### src/pacu_pkg.sv
// Shared types and constants for the primitive assembler with cull-order selection.
// No dependencies; every other file of the block uses this package.
`default_nettype none

package pacu_pkg;

  localparam int unsigned REF_BITS_DEF  = 16;
  localparam int unsigned APB_ADDR_BITS = 4;
  localparam int unsigned APB_DATA_BITS = 32;
  localparam int unsigned KIND_BITS     = 3;

  typedef enum logic [KIND_BITS-1:0] {
    KIND_POINTS = 3'd0,
    KIND_LINES  = 3'd1,
    KIND_TRIS   = 3'd2,
    KIND_STRIP  = 3'd3,
    KIND_FAN    = 3'd4,
    KIND_RECTS  = 3'd5
  } prim_kind_e;

  typedef enum logic [1:0] {
    REG_PRIM_KIND  = 2'd0,
    REG_CULL_EN    = 2'd1,
    REG_CULL_MODE  = 2'd2,
    REG_CLEAR_MODE = 2'd3
  } reg_idx_e;

  localparam logic SHAPE_TRI  = 1'b0;
  localparam logic SHAPE_RECT = 1'b1;

  localparam logic [1:0] SKIP_RESET = 2'd2;
  localparam logic [1:0] SKIP_HUB   = 2'd1;

endpackage

`default_nettype wire

### src/pacu_if.sv
// Handshake interfaces for vertex transactions in and primitive transactions out.
// Widths follow REF_BITS; defaults come from pacu_pkg.
`default_nettype none

interface pacu_vtx_if #(
  parameter int unsigned REF_BITS = pacu_pkg::REF_BITS_DEF
);
  logic                valid;
  logic                ready;
  logic [REF_BITS-1:0] vertex_ref;
  logic                outside;
  logic                new_draw;

  modport source (output valid, output vertex_ref, output outside, output new_draw,
                  input ready);
  modport sink   (input valid, input vertex_ref, input outside, input new_draw,
                  output ready);
endinterface

interface pacu_prim_if #(
  parameter int unsigned REF_BITS = pacu_pkg::REF_BITS_DEF
);
  logic                valid;
  logic                ready;
  logic                prim_shape;
  logic [REF_BITS-1:0] ref_a;
  logic [REF_BITS-1:0] ref_b;
  logic [REF_BITS-1:0] ref_c;
  logic                last;

  modport source (output valid, output prim_shape, output ref_a, output ref_b,
                  output ref_c, output last, input ready);
  modport sink   (input valid, input prim_shape, input ref_a, input ref_b,
                  input ref_c, input last, output ready);
endinterface

`default_nettype wire

### src/primitive_assembler_cull_order_unit.sv
// A vertex's first primitive is registered, offered the cycle after its transaction.
// Throughput: one vertex per cycle while the output is ready and each causes at most
// one primitive; a vertex with both windings holds the single port until both leave.
// A vertex enters only when the buffer is empty or its one primitive leaves that cycle.
// Reset (rst_ni low, asynchronous): state registers to power-on values, buffer empty.
// Depends on pacu_pkg and pacu_if.sv.
`default_nettype none

module primitive_assembler_cull_order_unit #(
  parameter int unsigned REF_BITS = pacu_pkg::REF_BITS_DEF
) (
  input  wire logic                                 clk_i,
  input  wire logic                                 rst_ni,
  pacu_vtx_if.sink                                  vtx_i,
  pacu_prim_if.source                               prim_o,
  input  wire logic                                 psel,
  input  wire logic                                 penable,
  input  wire logic                                 pwrite,
  input  wire logic [pacu_pkg::APB_ADDR_BITS-1:0]   paddr,
  input  wire logic [pacu_pkg::APB_DATA_BITS-1:0]   pwdata,
  output logic      [pacu_pkg::APB_DATA_BITS-1:0]   prdata,
  output logic                                      pready
);
  import pacu_pkg::*;

  typedef struct packed {
    logic                shape;
    logic [REF_BITS-1:0] a;
    logic [REF_BITS-1:0] b;
    logic [REF_BITS-1:0] c;
    logic                last;
  } result_t;

  // Configuration
  logic [KIND_BITS-1:0] prim_kind_q;
  logic                 cull_en_q, cull_mode_q, clear_mode_q;
  logic                 cfg_wr;
  reg_idx_e             cfg_idx;

  // Assembly state
  logic [REF_BITS-1:0] slots_q [3];
  logic [REF_BITS-1:0] slots_d [3];
  logic [1:0]          vnum_q, vnum_d;
  logic                odd_q, odd_d;
  logic [1:0]          gpos_q, gpos_d;
  logic                gdrop_q, gdrop_d;
  logic [1:0]          skip_q, skip_d;
  logic                pend_q, pend_d;

  // Result buffer
  result_t    res0_q, res0_d, res1_q, res1_d;
  logic [1:0] cnt_q, cnt_d;

  logic       vtx_acc, prim_pop, kind_valid;
  logic [1:0] vn0, gp0, sk0, wr_idx, pos, n_res;
  logic       od0, gd0, gd1, flag, wr_en;
  logic       emit_tri, emit_rect, tri_rev, both_win;
  result_t    r0, r1;

  assign pready  = 1'b1;
  assign cfg_wr  = psel && penable && pwrite && pready;
  assign cfg_idx = reg_idx_e'(paddr[3:2]);

  always_comb begin
    prdata = '0;
    unique case (cfg_idx)
      REG_PRIM_KIND:  prdata[KIND_BITS-1:0] = prim_kind_q;
      REG_CULL_EN:    prdata[0] = cull_en_q;
      REG_CULL_MODE:  prdata[0] = cull_mode_q;
      REG_CLEAR_MODE: prdata[0] = clear_mode_q;
      default:        prdata = '0;
    endcase
  end

  always_ff @(posedge clk_i or negedge rst_ni) begin
    if (!rst_ni) begin
      prim_kind_q  <= KIND_TRIS;
      cull_en_q    <= 1'b0;
      cull_mode_q  <= 1'b0;
      clear_mode_q <= 1'b0;
    end else if (cfg_wr) begin
      unique case (cfg_idx)
        REG_PRIM_KIND:  prim_kind_q  <= pwdata[KIND_BITS-1:0];
        REG_CULL_EN:    cull_en_q    <= pwdata[0];
        REG_CULL_MODE:  cull_mode_q  <= pwdata[0];
        REG_CLEAR_MODE: clear_mode_q <= pwdata[0];
        default: ;
      endcase
    end
  end

  // Handshakes
  assign vtx_i.ready  = (cnt_q == 2'd0) || ((cnt_q == 2'd1) && prim_o.ready);
  assign vtx_acc      = vtx_i.valid && vtx_i.ready;
  assign prim_pop     = prim_o.valid && prim_o.ready;
  assign kind_valid   = (prim_kind_q <= KIND_RECTS);

  // Start-of-draw view of the state
  assign vn0  = vtx_i.new_draw ? 2'd0 : vnum_q;
  assign od0  = vtx_i.new_draw ? 1'b0 : odd_q;
  assign gp0  = vtx_i.new_draw ? 2'd0 : gpos_q;
  assign gd0  = vtx_i.new_draw ? 1'b0 : gdrop_q;
  assign sk0  = vtx_i.new_draw ? SKIP_RESET : skip_q;
  assign flag = vtx_i.outside | pend_q;
  assign pos  = (gp0 == 2'd3) ? 2'd2 : gp0;
  assign gd1  = gd0 | flag;

  always_comb begin
    vnum_d    = vnum_q;
    odd_d     = odd_q;
    gpos_d    = gpos_q;
    gdrop_d   = gdrop_q;
    skip_d    = skip_q;
    pend_d    = pend_q;
    wr_en     = 1'b0;
    wr_idx    = 2'd0;
    emit_tri  = 1'b0;
    emit_rect = 1'b0;
    tri_rev   = 1'b0;
    unique case (prim_kind_q)
      KIND_STRIP: begin
        wr_en  = 1'b1;
        wr_idx = (vn0 == 2'd3) ? 2'd2 : vn0;
        odd_d  = ~od0;
        gpos_d = gp0;
        gdrop_d = gd0;
        unique case (wr_idx)
          2'd0:    vnum_d = 2'd1;
          2'd1:    vnum_d = 2'd2;
          default: vnum_d = 2'd0;
        endcase
        if (flag) begin
          skip_d = SKIP_RESET;
          pend_d = 1'b0;
        end else if (sk0 != 2'd0) begin
          skip_d = sk0 - 2'd1;
        end else begin
          skip_d   = sk0;
          emit_tri = 1'b1;
          tri_rev  = ~cull_mode_q ^ od0;
        end
      end
      KIND_FAN: begin
        wr_en   = 1'b1;
        gpos_d  = gp0;
        gdrop_d = gd0;
        if (vn0 == 2'd0) begin
          wr_idx = 2'd0;
          pend_d = pend_q | vtx_i.outside;
          skip_d = SKIP_HUB;
          vnum_d = 2'd1;
          odd_d  = 1'b1;
        end else begin
          wr_idx = od0 ? 2'd1 : 2'd2;
          vnum_d = vn0;
          odd_d  = ~od0;
          if (flag) begin
            skip_d = SKIP_RESET;
            pend_d = 1'b0;
          end else if (sk0 != 2'd0) begin
            skip_d = sk0 - 2'd1;
          end else begin
            skip_d   = sk0;
            emit_tri = 1'b1;
            tri_rev  = ~cull_mode_q ^ od0;
          end
        end
      end
      KIND_POINTS, KIND_LINES, KIND_TRIS, KIND_RECTS: begin
        wr_en  = 1'b1;
        wr_idx = pos;
        vnum_d = vn0;
        odd_d  = od0;
        skip_d = sk0;
        if (!gd0 && flag) begin
          pend_d = 1'b0;
        end
        if ((prim_kind_q == KIND_POINTS) ||
            ((prim_kind_q == KIND_TRIS) && (pos == 2'd2)) ||
            ((prim_kind_q != KIND_TRIS) && (pos != 2'd0))) begin
          gpos_d    = 2'd0;
          gdrop_d   = 1'b0;
          emit_tri  = !gd1 && (prim_kind_q == KIND_TRIS);
          emit_rect = !gd1 && (prim_kind_q == KIND_RECTS);
          tri_rev   = ~cull_mode_q;
        end else begin
          gpos_d  = pos + 2'd1;
          gdrop_d = gd1;
        end
      end
      default: ;
    endcase
  end

  always_comb begin
    slots_d = slots_q;
    if (wr_en) begin
      slots_d[wr_idx] = vtx_i.vertex_ref;
    end
  end

  // Primitive selection
  assign both_win = !cull_en_q || clear_mode_q;

  always_comb begin
    r0    = '{shape: SHAPE_TRI, a: slots_d[0], b: slots_d[1], c: slots_d[2], last: 1'b1};
    r1    = '{shape: SHAPE_TRI, a: slots_d[2], b: slots_d[1], c: slots_d[0], last: 1'b1};
    n_res = 2'd0;
    if (emit_rect) begin
      r0    = '{shape: SHAPE_RECT, a: slots_d[0], b: slots_d[1], c: '0, last: 1'b1};
      n_res = 2'd1;
    end else if (emit_tri) begin
      if (both_win) begin
        r0.last = 1'b0;
        n_res   = 2'd2;
      end else begin
        if (tri_rev) begin
          r0 = r1;
        end
        n_res = 2'd1;
      end
    end
  end

  always_comb begin
    cnt_d  = cnt_q;
    res0_d = res0_q;
    res1_d = res1_q;
    if (vtx_acc) begin
      cnt_d  = kind_valid ? n_res : 2'd0;
      res0_d = r0;
      res1_d = r1;
    end else if (prim_pop) begin
      cnt_d  = cnt_q - 2'd1;
      res0_d = res1_q;
    end
  end

  always_ff @(posedge clk_i or negedge rst_ni) begin
    if (!rst_ni) begin
      slots_q <= '{default: '0};
      vnum_q  <= 2'd0;
      odd_q   <= 1'b0;
      gpos_q  <= 2'd0;
      gdrop_q <= 1'b0;
      skip_q  <= SKIP_RESET;
      pend_q  <= 1'b0;
      cnt_q   <= 2'd0;
    end else begin
      cnt_q <= cnt_d;
      if (vtx_acc) begin
        slots_q <= slots_d;
        vnum_q  <= vnum_d;
        odd_q   <= odd_d;
        gpos_q  <= gpos_d;
        gdrop_q <= gdrop_d;
        skip_q  <= skip_d;
        pend_q  <= pend_d;
      end
    end
  end

  always_ff @(posedge clk_i) begin
    res0_q <= res0_d;
    res1_q <= res1_d;
  end

  assign prim_o.valid      = (cnt_q != 2'd0);
  assign prim_o.prim_shape = res0_q.shape;
  assign prim_o.ref_a      = res0_q.a;
  assign prim_o.ref_b      = res0_q.b;
  assign prim_o.ref_c      = res0_q.c;
  assign prim_o.last       = res0_q.last;

  a_cnt_range: assert property (@(posedge clk_i) disable iff (!rst_ni)
    cnt_q != 2'd3)
    else $error("result buffer count out of range");

  a_single_is_last: assert property (@(posedge clk_i) disable iff (!rst_ni)
    (cnt_q == 2'd1) |-> prim_o.last)
    else $error("final buffered primitive not marked last");

  a_skip_range: assert property (@(posedge clk_i) disable iff (!rst_ni)
    skip_q != 2'd3)
    else $error("skip counter out of range");

  a_vnum_range: assert property (@(posedge clk_i) disable iff (!rst_ni)
    vnum_q != 2'd3)
    else $error("vertex number out of range");

endmodule

`default_nettype wire

### src/flat_wrapper.sv
// flat-port wrapper written by rule: the top's interface ports become plain ports
module primitive_assembler_cull_order_unit_flat import pacu_pkg::*;
#(
  parameter int unsigned REF_BITS = pacu_pkg::REF_BITS_DEF
)
  (clk_i, rst_ni, psel, penable, pwrite, paddr, pwdata, prdata, pready, vtx_i_valid, vtx_i_vertex_ref, vtx_i_outside, vtx_i_new_draw, vtx_i_ready, prim_o_valid, prim_o_prim_shape, prim_o_ref_a, prim_o_ref_b, prim_o_ref_c, prim_o_last, prim_o_ready);
  pacu_vtx_if #(.REF_BITS(REF_BITS)) vtx_i_i ();
  pacu_prim_if #(.REF_BITS(REF_BITS)) prim_o_i ();
  input  wire logic clk_i;
  input  wire logic rst_ni;
  input  wire logic psel;
  input  wire logic penable;
  input  wire logic pwrite;
  input  wire logic [pacu_pkg::APB_ADDR_BITS-1:0] paddr;
  input  wire logic [pacu_pkg::APB_DATA_BITS-1:0] pwdata;
  output logic      [pacu_pkg::APB_DATA_BITS-1:0] prdata;
  output logic pready;
  input wire logic [$bits(vtx_i_i.valid)-1:0] vtx_i_valid;
  input wire logic [$bits(vtx_i_i.vertex_ref)-1:0] vtx_i_vertex_ref;
  input wire logic [$bits(vtx_i_i.outside)-1:0] vtx_i_outside;
  input wire logic [$bits(vtx_i_i.new_draw)-1:0] vtx_i_new_draw;
  output wire logic [$bits(vtx_i_i.ready)-1:0] vtx_i_ready;
  output wire logic [$bits(prim_o_i.valid)-1:0] prim_o_valid;
  output wire logic [$bits(prim_o_i.prim_shape)-1:0] prim_o_prim_shape;
  output wire logic [$bits(prim_o_i.ref_a)-1:0] prim_o_ref_a;
  output wire logic [$bits(prim_o_i.ref_b)-1:0] prim_o_ref_b;
  output wire logic [$bits(prim_o_i.ref_c)-1:0] prim_o_ref_c;
  output wire logic [$bits(prim_o_i.last)-1:0] prim_o_last;
  input wire logic [$bits(prim_o_i.ready)-1:0] prim_o_ready;
  assign vtx_i_i.valid = vtx_i_valid;
  assign vtx_i_i.vertex_ref = vtx_i_vertex_ref;
  assign vtx_i_i.outside = vtx_i_outside;
  assign vtx_i_i.new_draw = vtx_i_new_draw;
  assign vtx_i_ready = vtx_i_i.ready;
  assign prim_o_valid = prim_o_i.valid;
  assign prim_o_prim_shape = prim_o_i.prim_shape;
  assign prim_o_ref_a = prim_o_i.ref_a;
  assign prim_o_ref_b = prim_o_i.ref_b;
  assign prim_o_ref_c = prim_o_i.ref_c;
  assign prim_o_last = prim_o_i.last;
  assign prim_o_i.ready = prim_o_ready;
  primitive_assembler_cull_order_unit #(.REF_BITS(REF_BITS)) u_core (.clk_i(clk_i), .rst_ni(rst_ni), .vtx_i(vtx_i_i), .prim_o(prim_o_i), .psel(psel), .penable(penable), .pwrite(pwrite), .paddr(paddr), .pwdata(pwdata), .prdata(prdata), .pready(pready));
endmodule
### config.mk
export PLATFORM = sky130hd
export DESIGN_NAME = primitive_assembler_cull_order_unit_flat
export DESIGN_NICKNAME = d
export VERILOG_FILES = /design/src/pacu_pkg.sv /design/src/pacu_if.sv /design/src/primitive_assembler_cull_order_unit.sv /design/src/flat_wrapper.sv
export SDC_FILE = /design/constraint.sdc
export NUM_CORES = 1
export LEC_CHECK = 0
export BUFFER_PORTS_ARGS = -buffer_cell sky130_fd_sc_hd__buf_4
export CAP_MARGIN = 40
export CORE_ASPECT_RATIO = 1.5
export CORE_UTILIZATION = 40
export DETAILED_ROUTE_END_ITERATION = 8
export PLACE_DENSITY = 0.64
export SLEW_MARGIN = 0
export SYNTH_ARGS = -nofsm -noshare
export SYNTH_HDL_FRONTEND = slang
export SYNTH_SLANG_ARGS = --single-unit
### constraint.sdc
create_clock -name clk_i -period 3.7 [get_ports clk_i]
set_input_delay 0.185 -clock clk_i [delete_from_list [all_inputs] [get_ports clk_i]]
set_output_delay 0.185 -clock clk_i [all_outputs]
set_load 0.01 [all_outputs]
# After elaboration in Yosys (flattened, before gate mapping)
# Cells that the tools add are included.
[word_totals]
regBits = 163
latchBits = 0
ram_bits = 0
rom_bits = 0
in_bits = 61
out_inout_bits = 85
elab_cells = 147
memories = 0
[op_classes]
addsub = 3
mul = 0
div_mod_pow = 0
magnitude_cmp = 3
n_eq_ne = 15
shift = 0
muxes = 59
bitwise_logic = 6
n_reduce_logical = 39
[op_table]
columns = ["operator", "n"]
rows = [
  ["two-way mux 50 bit", 4],
  ["two-way mux 48 bit", 2],
  ["two-way mux 49 bit", 1],
  ["bitwise mux 48 bit", 1],
  ["two-way mux 2 bit", 19],
  ["demux 16 bit (select 2 bit)", 1],
  ["two-way mux 1 bit", 19],
  ["case mux 2 bit (3 select lines)", 3],
  ["two-way mux 16 bit", 1],
  ["case mux 1 bit (3 select lines)", 4],
  ["AND reduction 2 bit", 6],
  ["logical AND 1 bit", 11],
  ["equality test 2 bit, second input constant", 5],
  ["nonzero test 2 bit", 5],
  ["zero test 2 bit", 4],
  ["case mux 2 bit (2 select lines)", 2],
  ["equality test 2 x 1 -> 1 bit, second input constant", 3],
  ["equality test 3 x 2 -> 1 bit, second input constant", 2],
  ["equality test 3 bit, second input constant", 2],
  ["OR reduction 6 bit", 1],
  ["logical OR 1 bit", 4],
  ["case mux 1 bit (4 select lines)", 1],
  ["OR reduction 4 bit", 1],
  ["subtractor 2 x 1 -> 2 bit, second input constant", 2],
  ["17 further kinds", 21],
]

# Logic depth before layout (Yosys ltp)
# Gate-level depths: netlist of run 1.
[depth]
depth_word = 16
ltp_mapped = 11

# Worst setup path before layout of run 1
# OpenSTA, ideal clock, no wires.
[synth_timing]
path_type = "register to register"
startpoint = "reg u_core.cnt_q[0]"
endpoint = "reg u_core.res0_q, in the netlist u_core.prim_o.ref_a[10], data pin"
setup_time_ps = 340
arrival_time_ps = 3408
required_ps = 3360
path_slack_ps = -49
path_stages_with_launch = 11
path_cell_list = "dfrtp_1 inv_1 ha_1 a21o_1 nand2_1 clkbuf_1 inv_1 clkbuf_1 clkbuf_1 clkbuf_1 a21oi_1"
[synth_rtl]
columns = ["item", "line_no", "rtl"]
rows = [
  ["start: declaration", "primitive_assembler_cull_order_unit.sv:52", "logic [1:0] cnt_q, cnt_d;"],
  ["start signal: assignment", "primitive_assembler_cull_order_unit.sv:250", "cnt_q <= cnt_d;"],
  ["end signal: assignment", "primitive_assembler_cull_order_unit.sv:264", "res0_q <= res0_d;"],
  ["end: declaration", "primitive_assembler_cull_order_unit.sv:51", "result_t res0_q, res0_d, res1_q, res1_d;"],
]

==> out/metrics.cfg, run 1 <==
[power_and_ir_drop]
powerDensity_mw_per_mm2 = 829
p_int_mw = 5.20
ir_worst_vdd_mv = 0.359
p_sw_share_pct = 31.5
p_leak_nw = 3.88
switchingPower_mw = 2.40
pwr-share-comb_pct = 33.1
seq_power_share_pct = 41.9
pwr-share-clk_pct = 25.0

[floorplan]
initial_core_util_pct = 41.1
die_w_um = 115
core-area_sq_mm = 0.0187
num_io_pins = 146
die_h_um = 172
dieArea_sq_mm = 0.0198
std_cell_rows = 61

[timing]
tns_ns = 0
holdWs_ns = 0.0169
slew_headroom_pct = 52.5
period_minus_slack_ns = 3.11
setup_slack_ns = 0.593
post-route-period-util_pct = 84.0
fmax_ghz = 0.322
hold_viol = 0
tightestPinTransition_ns = 0.713
clock_skew_ns = 0.0102
rsz0062_at_grt = no
setup_viol = 0
final_max_slew_viol_count = 0

[yosys]
synth_top_area_share_pct = 38.3
postSynthCellCount = 604
ys_warn_count = 0
synthArstFlopShare_pct = 39.9
synth-seq-cells = 163
synth_area_leaders = edfxtp_1, dfrtp_1, mux2_2
synth_area_sq_mm = 0.00769
yosysSeqAreaShare_pct = 59.5
yosys.area.top_type = edfxtp_1
ys_types = 59
avgSynthCellArea_sq_um = 12.7
synth_ff_type = edfxtp_1
synth_edf_count = 98
synth_commonest_cells = edfxtp_1, mux2_2, dfrtp_1
yosys.cell_count.top_type = edfxtp_1

[critical_path]
cp-end-kind = flop
startpoint = u_core.prim_kind_q[2]
rr_startpoint = u_core.prim_kind_q[2]
r2r_end = u_core.prim_o.ref_c[15]
crit_required_ns = 3.84
startpoint_type = flop
worstPathArrival_ns = 3.25
ff2ff_path_depth = 7
critPathMaxFanout = 16
path_class = reg2reg
ff2ff_setup_slack_ns = 0.59

[clock_network]
cts_sinks = 163
post_cts_buffers = 0
clk_latency_ns = 0.42
path_clk_slew_ns = 0.06
cts_buffers = 17
cts_tree = done
h-tree-depth = 4
clk_path_buf_depth = 2
root_buffer = clkbuf_16

[final_layout]
fin_util_pct = 49.0
final_nets = 749
drive_above_1_share_pct = 31.0
antennaDiodeCount = 0
syn2layout_area_growth_pct = 19.2

[detailed_routing]
drt_iter0_markers = 190
route.met3.wl_um = 727
wl_per_cell_um = 17.3
wl_met2_mm = 8.57
drt_first_pass_iters = 4
drt-total-wl_mm = 16.5
vias_per_cell = 5.12
route.detailed.drc = 0
met1_length_mm = 6.93
top_layer_used = met4
ant_nets = 0
via_count = 4868

[placed_design]
place_congestion = 0.807
post-place-ws_ns = 0.610
hpwl_mm = 10.9
io_buffers = 84

[flow_run]
drv_cap = 0

[worst_hold_path]
hp-start = vtx_i_vertex_ref[11]
worstHoldPathCells = 2
min_to = u_core.slots_q[11]
hold_class = in2reg

[status]
outcome = finished, final reports clean

[global_routing]
grt_pass1_vias = 5062
grt_pass1_wl_mm = 26.5
grt_use_total_pct = 17.7
grt-ovfl-total = 0
grt_max_degree = 48
antenna_found_initial = 0

cells by family after synthesis:
family | Yosys count | share of synthesized area (%)
buffers and inverters | 106 | 7.47
and+or+nand+nor | 117 | 7.27
DFF | 163 | 59.5
AOI/OAI and AO/OA | 108 | 9.57
muxes | 104 | 15.6
adders and majority gates | 2 | 0.325
other | 2 | 0.0977
xor gates and xnor gates | 2 | 0.228
state kept, by name, summed over array words and instances (netlist names), 2 cells and up:
| register | flops |
|---|---|
| u_core.prim_o.ref_a | 16 |
| u_core.slots_q | 48 |
| u_core.prim_kind_q | 3 |
| u_core.prim_o.ref_c | 16 |
| u_core.skip_q | 2 |
| u_core.res1_q | 48 |
| u_core.vnum_q | 2 |
| u_core.cnt_q | 2 |
| u_core.prim_o.ref_b | 16 |
| u_core.gpos_q | 2 |
per-layer routing:
layer  vias to the layer above  GRT usage, %
met5                         -             0
li1                       2286             -
met1                      2436          21.3
met2                       129          30.7
met4                         0          6.27
met3                        17          4.23
critical path, stage by stage (launching register included):
cell and delay [ns]:
dfrtp_1 0.68, or3b_1 0.54, o22a_1 0.26, o32ai_2 0.28
and2_1 0.44, nand2b_1 0.16, buf_4 0.28, o221ai_1 0.18
layout make-up:
type	count	area, sq um
inverters	41	155
flip-flops and latches	163	4570
fillers	1666	9530
well taps	252	315
clock buffers	17	425
repair buffers	100	828
clock inverters	15	210
multi-input cells	363	2660
layout by cell type (no fill, tap or decap), drive strengths merged, types with 9 or more instances in the layout:
cell type  synthesis  routed
a21oi             26      26
a22oi             15      15
buf               46      97
clkbuf            19      17
conb               2      30
dfrtp             63      63
edfxtp            98      98
inv               41      42
mux2              85      85
mux2i             18      18
nand2             50      50
nand2b             9       9
nor2              30      30
o21ai             26      26
o221ai            19      19
power groups by stage:
stage	Combinational, mW	Clock [mW]	Sequential [mW]
final	2.51	1.90	3.19
after global routing	2.78	2.01	3.26
after CTS	2.53	1.94	3.19
after detailed placement	2.52	0	3.21
after global placement	2.44	0	3.18
after floorplan	1.66	0	3.20
repair_timing:
item,4_1_cts,5_1_grt
hold buffers,3,0
setup endpoints to repair,0,0
gates resized for setup,0,0
hold endpoints to repair,30,0
through the flow:
step           cell area, sq um  instances  total power, mW
6_report                   9170        951             7.60
5_1_grt                    9170        951             8.05
4_1_cts                    9150        950             7.66
3_5_place_dp               8490        915             5.73
3_3_place_gp               8470        914             5.63
2_1_floorplan              7790        632             4.86
worst max path at each step:
stage                                          to  slack [ns]  cells after the start
after global placement     u_core.prim_o.ref_c[3]        0.63                      7
final                     u_core.prim_o.ref_c[15]        0.59                      7
after CTS                  u_core.prim_o.ref_c[0]        0.59                      7
after floorplan           u_core.prim_o.ref_a[10]        0.73                     10
after detailed placement  u_core.prim_o.ref_c[11]        0.61                      7
after global routing      u_core.prim_o.ref_c[15]        0.38                      7
No activity file was read; power rests on OpenSTA's default activity.
==> run 2: changes to the inputs <==
- clock period: 3.7 -> 2.63 ns (I/O delays scaled with it)
==> run 2 against run 1 <==
Effect of this change: largest power group unchanged; global-route usage rose by 0.17 points; clock-buffer cell count is 7 higher; final cell count increased by 3.9%.
==> out/metrics.cfg, run 2 (synthesized netlist as in run 1, its figures left out) <==
[timing]
setup_viol = 0  ; unchanged
period_minus_slack_ns = 2.45  ; was 3.11 ns
hold_viol = 0  ; unchanged
slew_headroom_pct = 64.9  ; was 52.5%
fmax_ghz = 0.409  ; was 0.322 GHz
final_max_slew_viol_count = 0  ; unchanged
rsz0062_at_grt = no  ; unchanged
post-route-period-util_pct = 93.1  ; was 84.0%
tightestPinTransition_ns = 0.527  ; was 0.713 ns
tns_ns = 0  ; unchanged
clock_skew_ns = 0.0128  ; was 0.0102 ns

[floorplan]
core-area_sq_mm = 0.0187  ; unchanged
die_h_um = 172  ; unchanged
initial_core_util_pct = 41.1  ; unchanged
num_io_pins = 146  ; unchanged
dieArea_sq_mm = 0.0198  ; unchanged
std_cell_rows = 61  ; unchanged
die_w_um = 115  ; unchanged

[global_routing]
antenna_found_initial = 0  ; unchanged
grt_max_degree = 54  ; was 48
grt_use_total_pct = 17.9  ; was 17.7%
grt_pass1_wl_mm = 26.9  ; was 26.5 mm
grt_pass1_vias = 5238  ; was 5062
grt-ovfl-total = 0  ; unchanged

[detailed_routing]
route.detailed.drc = 0  ; unchanged
drt_iter0_markers = 292  ; was 190
via_count = 5025  ; was 4868
wl_per_cell_um = 16.8  ; was 17.3 um
drt_first_pass_iters = 4  ; unchanged
vias_per_cell = 5.09  ; was 5.12
ant_nets = 0  ; unchanged
drt-total-wl_mm = 16.6  ; was 16.5 mm

[critical_path]
r2r_end = u_core.prim_o.ref_a[6]  ; was u_core.prim_o.ref_c[15]
path_class = reg2reg  ; unchanged
rr_startpoint = u_core.pend_q  ; was u_core.prim_kind_q[2]
max_stage_delay_ns = 0.47  ; was 0.68 ns
critical_path_buf_inv_count = 1  ; unchanged
crit_required_ns = 2.85  ; was 3.84 ns
startpoint_type = flop  ; unchanged
cp-end-kind = flop  ; unchanged
crit_slowest_cell = or4_1  ; was dfrtp_1
critPathMaxFanout = 9  ; was 16
ff2ff_path_depth = 7  ; unchanged
path_cells = or2_1 -> or4_1 -> o32ai_2 -> and2_1 -> buf_4 -> a22oi_1 -> a21oi_1  ; was or3b_1 -> o22a_1 -> o32ai_2 -> and2_1 -> nand2b_1 -> buf_4 -> o221ai_1
cp_top_family = simple AND/OR/NAND/NOR gates  ; unchanged
ff2ff_setup_slack_ns = 0.18  ; was 0.59 ns
worstPathArrival_ns = 2.67  ; was 3.25 ns

[clock_network]
root_buffer = clkbuf_16  ; unchanged
cts_buffers = 17  ; unchanged
cts_tree = done  ; unchanged
path_clk_slew_ns = 0.06  ; about the same
cts_sinks = 163  ; unchanged
post_cts_buffers = 0  ; unchanged
clk_latency_ns = 0.42  ; about the same
h-tree-depth = 4  ; unchanged
clk_path_buf_depth = 2  ; unchanged

[final_layout]
mostFrequentLayoutCell = buf_4  ; was edfxtp_1
mostFrequentLayoutCells = buf_4, edfxtp_1, mux2_2  ; was edfxtp_1, buf_4, mux2_2
drive_above_1_share_pct = 32.1  ; was 31.0%
syn2layout_area_growth_pct = 23.5  ; was 19.2%
final_nets = 786  ; was 749
seqCellArea_sq_mm = 0.00457  ; unchanged
antennaDiodeCount = 0  ; unchanged
top_regs = u_core.res1_q (48), u_core.slots_q (48)  ; unchanged
fillCellCount = 1654  ; was 1666
fin_util_pct = 50.8  ; was 49.0%
multi_input_comb_area_sq_mm = 0.00267  ; was 0.00266 sq mm

[power_and_ir_drop]
ir_worst_vdd_mv = 0.499  ; was 0.359 mV
powerDensity_mw_per_mm2 = 1140  ; was 829 mW/mm^2
p_leak_nw = 4.04  ; was 3.88 nW

[placed_design]
place_congestion = 0.791  ; was 0.807
io_buffers = 84  ; unchanged
hpwl_mm = 11.3  ; was 10.9 mm

[flow_run]
drv_cap = 0  ; unchanged

[status]
outcome = finished, final reports clean  ; unchanged

[worst_hold_path]
min_to = u_core.slots_q[18]  ; was u_core.slots_q[11]
worstHoldPathCells = 2  ; unchanged
hp-start = vtx_i_vertex_ref[2]  ; was vtx_i_vertex_ref[11]
hold_class = in2reg  ; unchanged

-- run 2: cell types whose count changed in the layout (fill, tap and decap cells not counted), sizes merged --
cell,delta
buf,+21
dlygate4sd3,+16
clkbuf,+7
clkinv,-4
bufinv,-1
clkinvlp,-1
inv,-1
-- run 2: worst max path at each step --
| stage | start | slack, ns | cells past startpoint | to |
|---|---|---|---|---|
| 2_1_floorplan | u_core.prim_kind_q[1] | 0.06 | 10 | u_core.prim_o.ref_a[11] |
| 3_3_place_gp | u_core.prim_kind_q[1] | 0.08 | 7 | u_core.prim_o.ref_a[6] |
| 3_5_place_dp | u_core.prim_kind_q[1] | 0.1 | 7 | u_core.prim_o.ref_a[6] |
| 4_1_cts | u_core.prim_kind_q[1] | 0.08 | 7 | u_core.prim_o.ref_a[6] |
| 5_1_grt | u_core.cnt_q[0] | 0.06 | 9 | u_core.prim_o.ref_a[10] |
| 6_report | u_core.pend_q | 0.18 | 7 | u_core.prim_o.ref_a[6] |
-- run 2: worst reg2reg max path: cells and delay by family (launching register included) --
family | cells | cell delay, ns
DFF | 1 | 0.39
buffers and inverters | 1 | 0.23
and+or+nand+nor | 3 | 0.98
AOI/OAI and AO/OA | 3 | 0.66
-- run 2: area by class of cell --
type,instances,area share (%)
Clock buffer,24,4.86
Clock inverter,8,1.58
Inverter,41,1.63
Multi-Input combinational cell,363,28.1
Sequential cell,163,48.1
Tap cell,252,3.32
Timing Repair Buffer,137,12.3
-- run 2: per-layer routing --
layer	track usage, %	vias up	part of all wire (%)
li1	-	2363	-
met1	21.3	2532	41
met2	32.5	115	55
met3	2.85	15	3.0
met4	5.93	0	1.2
met5	0	-	0
-- run 2: what timing repair did --
item,CTS,global route
hold buffers,19,0
gates resized for setup,0,2
hold endpoints to repair,100,0
setup endpoints to repair,0,5
-- run 2: report_power, final --
part	internal (mW)	switching (mW)	total, mW	leakage, nW
registers	3.98	0.434	4.42	1.75
clock network	1.62	0.968	2.59	0.293
logic	1.83	1.99	3.82	2.00
total	7.44	3.39	10.8	4.04
-- run 2: per-stage QoR --
step | total power, mW | std cells | area [sq um] | hold slack (ns) | setup WS, ns
after global placement | 8.11 | 936 | 8660 | 0.315 | 0.0829
after floorplan | 6.84 | 632 | 7800 | -0.164 | 0.0634
after detailed placement | 8.28 | 937 | 8680 | 0.0281 | 0.0984
after CTS | 10.9 | 988 | 9490 | 0.00140 | 0.0754
final | 10.8 | 988 | 9500 | 0.0155 | 0.182
after global routing | 11.5 | 988 | 9500 | 0.0143 | 0.0568
==> run 3: changes to the inputs <==
- RECOVER_POWER: unset -> 50
==> run 3 against run 2 <==
Effect of this change: sequential power about the same; total power is 2.2% lower; combinational power fell by 6.3%; critical path depth unchanged; die area did not move; sequential share of layout area is 1.1 points higher; worst hold slack improved by 0.00058 ns; wire length is essentially flat; clock skew increased by 0.0017 ns; final area decreased by 2.1%; global-route usage unchanged; maximum frequency is 0.43% lower; critical endpoint is now u_core.prim_o.ref_c[2]; largest cell class unchanged.
==> out/metrics.cfg, run 3 (synthesized netlist as in run 1, its figures left out) <==
[detailed_routing]
drt_first_pass_iters = 5  ; was 4
via_count = 5023  ; was 5025
drt_iter0_markers = 281  ; was 292
drt-total-wl_mm = 16.6  ; about the same
vias_per_cell = 5.08  ; was 5.09
ant_nets = 0  ; unchanged
wl_per_cell_um = 16.8  ; about the same
route.detailed.drc = 0  ; unchanged

[power_and_ir_drop]
ir_worst_vdd_mv = 0.500  ; was 0.499 mV
switchingPower_mw = 3.38  ; was 3.39 mW
p_leak_nw = 3.84  ; was 4.04 nW
seq_power_share_pct = 41.7  ; was 40.8%
pwr-share-comb_pct = 33.9  ; was 35.3%
finalPower_mw = 10.6  ; was 10.8 mW
p_int_mw = 7.20  ; was 7.44 mW
p_sw_share_pct = 32.0  ; was 31.3%
powerDensity_mw_per_mm2 = 1140  ; about the same
pwr-share-clk_pct = 24.5  ; was 23.9%

[floorplan]
std_cell_rows = 61  ; unchanged
die_h_um = 172  ; unchanged
initial_core_util_pct = 41.1  ; unchanged
core-area_sq_mm = 0.0187  ; unchanged
num_io_pins = 146  ; unchanged
dieArea_sq_mm = 0.0198  ; unchanged
die_w_um = 115  ; unchanged

[global_routing]
use_met1_pct = 21.3  ; unchanged
grt-ovfl-total = 0  ; unchanged
antenna_found_initial = 0  ; unchanged
met2_usage_pct = 32.5  ; unchanged
grt_pass1_vias = 5238  ; unchanged
grt_max_degree = 54  ; unchanged
grt_use_met3_pct = 2.85  ; unchanged
gr-max-usage-layer = met2  ; unchanged
grt_pass1_wl_mm = 26.9  ; unchanged
grt_use_total_pct = 17.9  ; unchanged

[placed_design]
place_congestion = 0.791  ; unchanged
hpwl_mm = 11.3  ; unchanged
dp.cells = 937  ; unchanged
io_buffers = 84  ; unchanged
post_dp_cell_area_sq_mm = 0.00868  ; unchanged

[timing]
holdWs_ns = 0.0160  ; was 0.0155 ns
fmax_ghz = 0.407  ; was 0.409 GHz
final_max_slew_viol_count = 0  ; unchanged
period_minus_slack_ns = 2.46  ; was 2.45 ns
post-route-period-util_pct = 93.5  ; was 93.1%
setup_viol = 0  ; unchanged
hold_viol = 0  ; unchanged
tns_ns = 0  ; unchanged
slew_headroom_pct = 24.5  ; was 64.9%
clock_skew_ns = 0.0145  ; was 0.0128 ns
rsz0062_at_grt = no  ; unchanged
tightestPinTransition_ns = 1.13  ; was 0.527 ns

[critical_path]
startpoint_type = flop  ; unchanged
worstPathArrival_ns = 2.58  ; was 2.67 ns
crit_required_ns = 2.75  ; was 2.85 ns
critPathMaxFanout = 8  ; was 9
path_class = reg2reg  ; unchanged
cp-end-kind = flop  ; unchanged

[status]
outcome = finished, final reports clean  ; unchanged

[flow_run]
drv_cap = 0  ; unchanged

[clock_network]
h-tree-depth = 4  ; unchanged
post_cts_buffers = 0  ; unchanged
cts_sinks = 163  ; unchanged
clk_latency_ns = 0.42  ; about the same
path_clk_slew_ns = 0.07  ; was 0.06 ns
root_buffer = clkbuf_16  ; unchanged
cts_buffers = 17  ; unchanged
cts_tree = done  ; unchanged
clk_path_buf_depth = 2  ; unchanged

[final_layout]
multi_input_comb_area_sq_mm = 0.00267  ; unchanged
drive_above_1_share_pct = 24.6  ; was 32.1%
syn2layout_area_growth_pct = 20.9  ; was 23.5%
instances_no_fill = 988  ; unchanged
final_nets = 786  ; unchanged
final_area_sq_mm = 0.00929  ; was 0.00950 sq mm
mostFrequentLayoutCell = edfxtp_1  ; was buf_4
antennaDiodeCount = 0  ; unchanged
seqCellArea_sq_mm = 0.00457  ; unchanged
mostFrequentLayoutCells = edfxtp_1, mux2_2, dfrtp_1  ; was buf_4, edfxtp_1, mux2_2
top_regs = u_core.res1_q (48), u_core.slots_q (48)  ; unchanged
fillCellCount = 1710  ; was 1654

[worst_hold_path]
hold_class = in2reg  ; unchanged

==> run 3: cell types whose count changed in the layout (fill, tap and decap cells not counted), sizes merged <==
cell	delta
clkbuf	+55
buf	-55
==> run 3: timing repair <==
item / CTS / global route
hold endpoints to repair: 100 / 0
endpoints found under the setup margin: 0 / 5
resized for setup: 0 / 2
hold buffers: 19 / 0
==> run 3: metrics by stage <==
stage / setup WS (ns) / utilization [%]
floorplan: 0.0634 / -
global placement: 0.0829 / 46.3
detailed placement: 0.0984 / 46.4
CTS: 0.0754 / 50.7
global route: 0.0592 / 49.7
finish: 0.171 / 49.7
==> run 3: layer usage <==
| metal | vias up | share of wire [%] |
|---|---|---|
| met5 | - | 0 |
| li1 | 2358 | - |
| met3 | 17 | 3.3 |
| met2 | 127 | 54 |
| met4 | 0 | 1.1 |
| met1 | 2521 | 41 |
==> run 3: layout make-up <==
class / count / share of cell area, %
inverters: 41 / 1.67
multi-input cells: 363 / 28.7
flip-flops and latches: 163 / 49.2
well taps: 252 / 3.39
repair buffers: 137 / 10.4
clock inverters: 8 / 1.62
clock buffers: 24 / 4.97
==> run 3: final timing paths <==
path                                     start                      to  slack, ns  cells after the start
max reg2reg                      u_core.pend_q  u_core.prim_o.ref_c[2]       0.17                      7
min in group asynchronous               rst_ni        u_core.vnum_q[0]       0.45                      2
min reg2reg                 u_core.slots_q[12]      u_core.slots_q[12]       0.49                      1
max                              u_core.pend_q  u_core.prim_o.ref_c[2]       0.17                      7
min                        vtx_i_vertex_ref[2]      u_core.slots_q[18]       0.02                      2
max in group asynchronous               rst_ni      u_core.slots_q[15]       1.37                      3
==> run 3: worst max-delay path, cell delays in order, from the launching register on <==
cell and delay [ns]:
dfrtp_1 0.39, or2_1 0.24, or4_1 0.47, o32ai_2 0.29, and2_1 0.28, nand2b_1 0.15, buf_4 0.19, o221ai_1 0.16
==> run 3: power by group through the flow <==
stage | logic (mW) | registers, mW | clock network (mW)
final | 3.58 | 4.41 | 2.59
after global routing | 3.95 | 4.51 | 2.74
after CTS | 3.86 | 4.42 | 2.65
after detailed placement | 3.81 | 4.46 | 0
after global placement | 3.69 | 4.42 | 0
after floorplan | 2.34 | 4.50 | 0
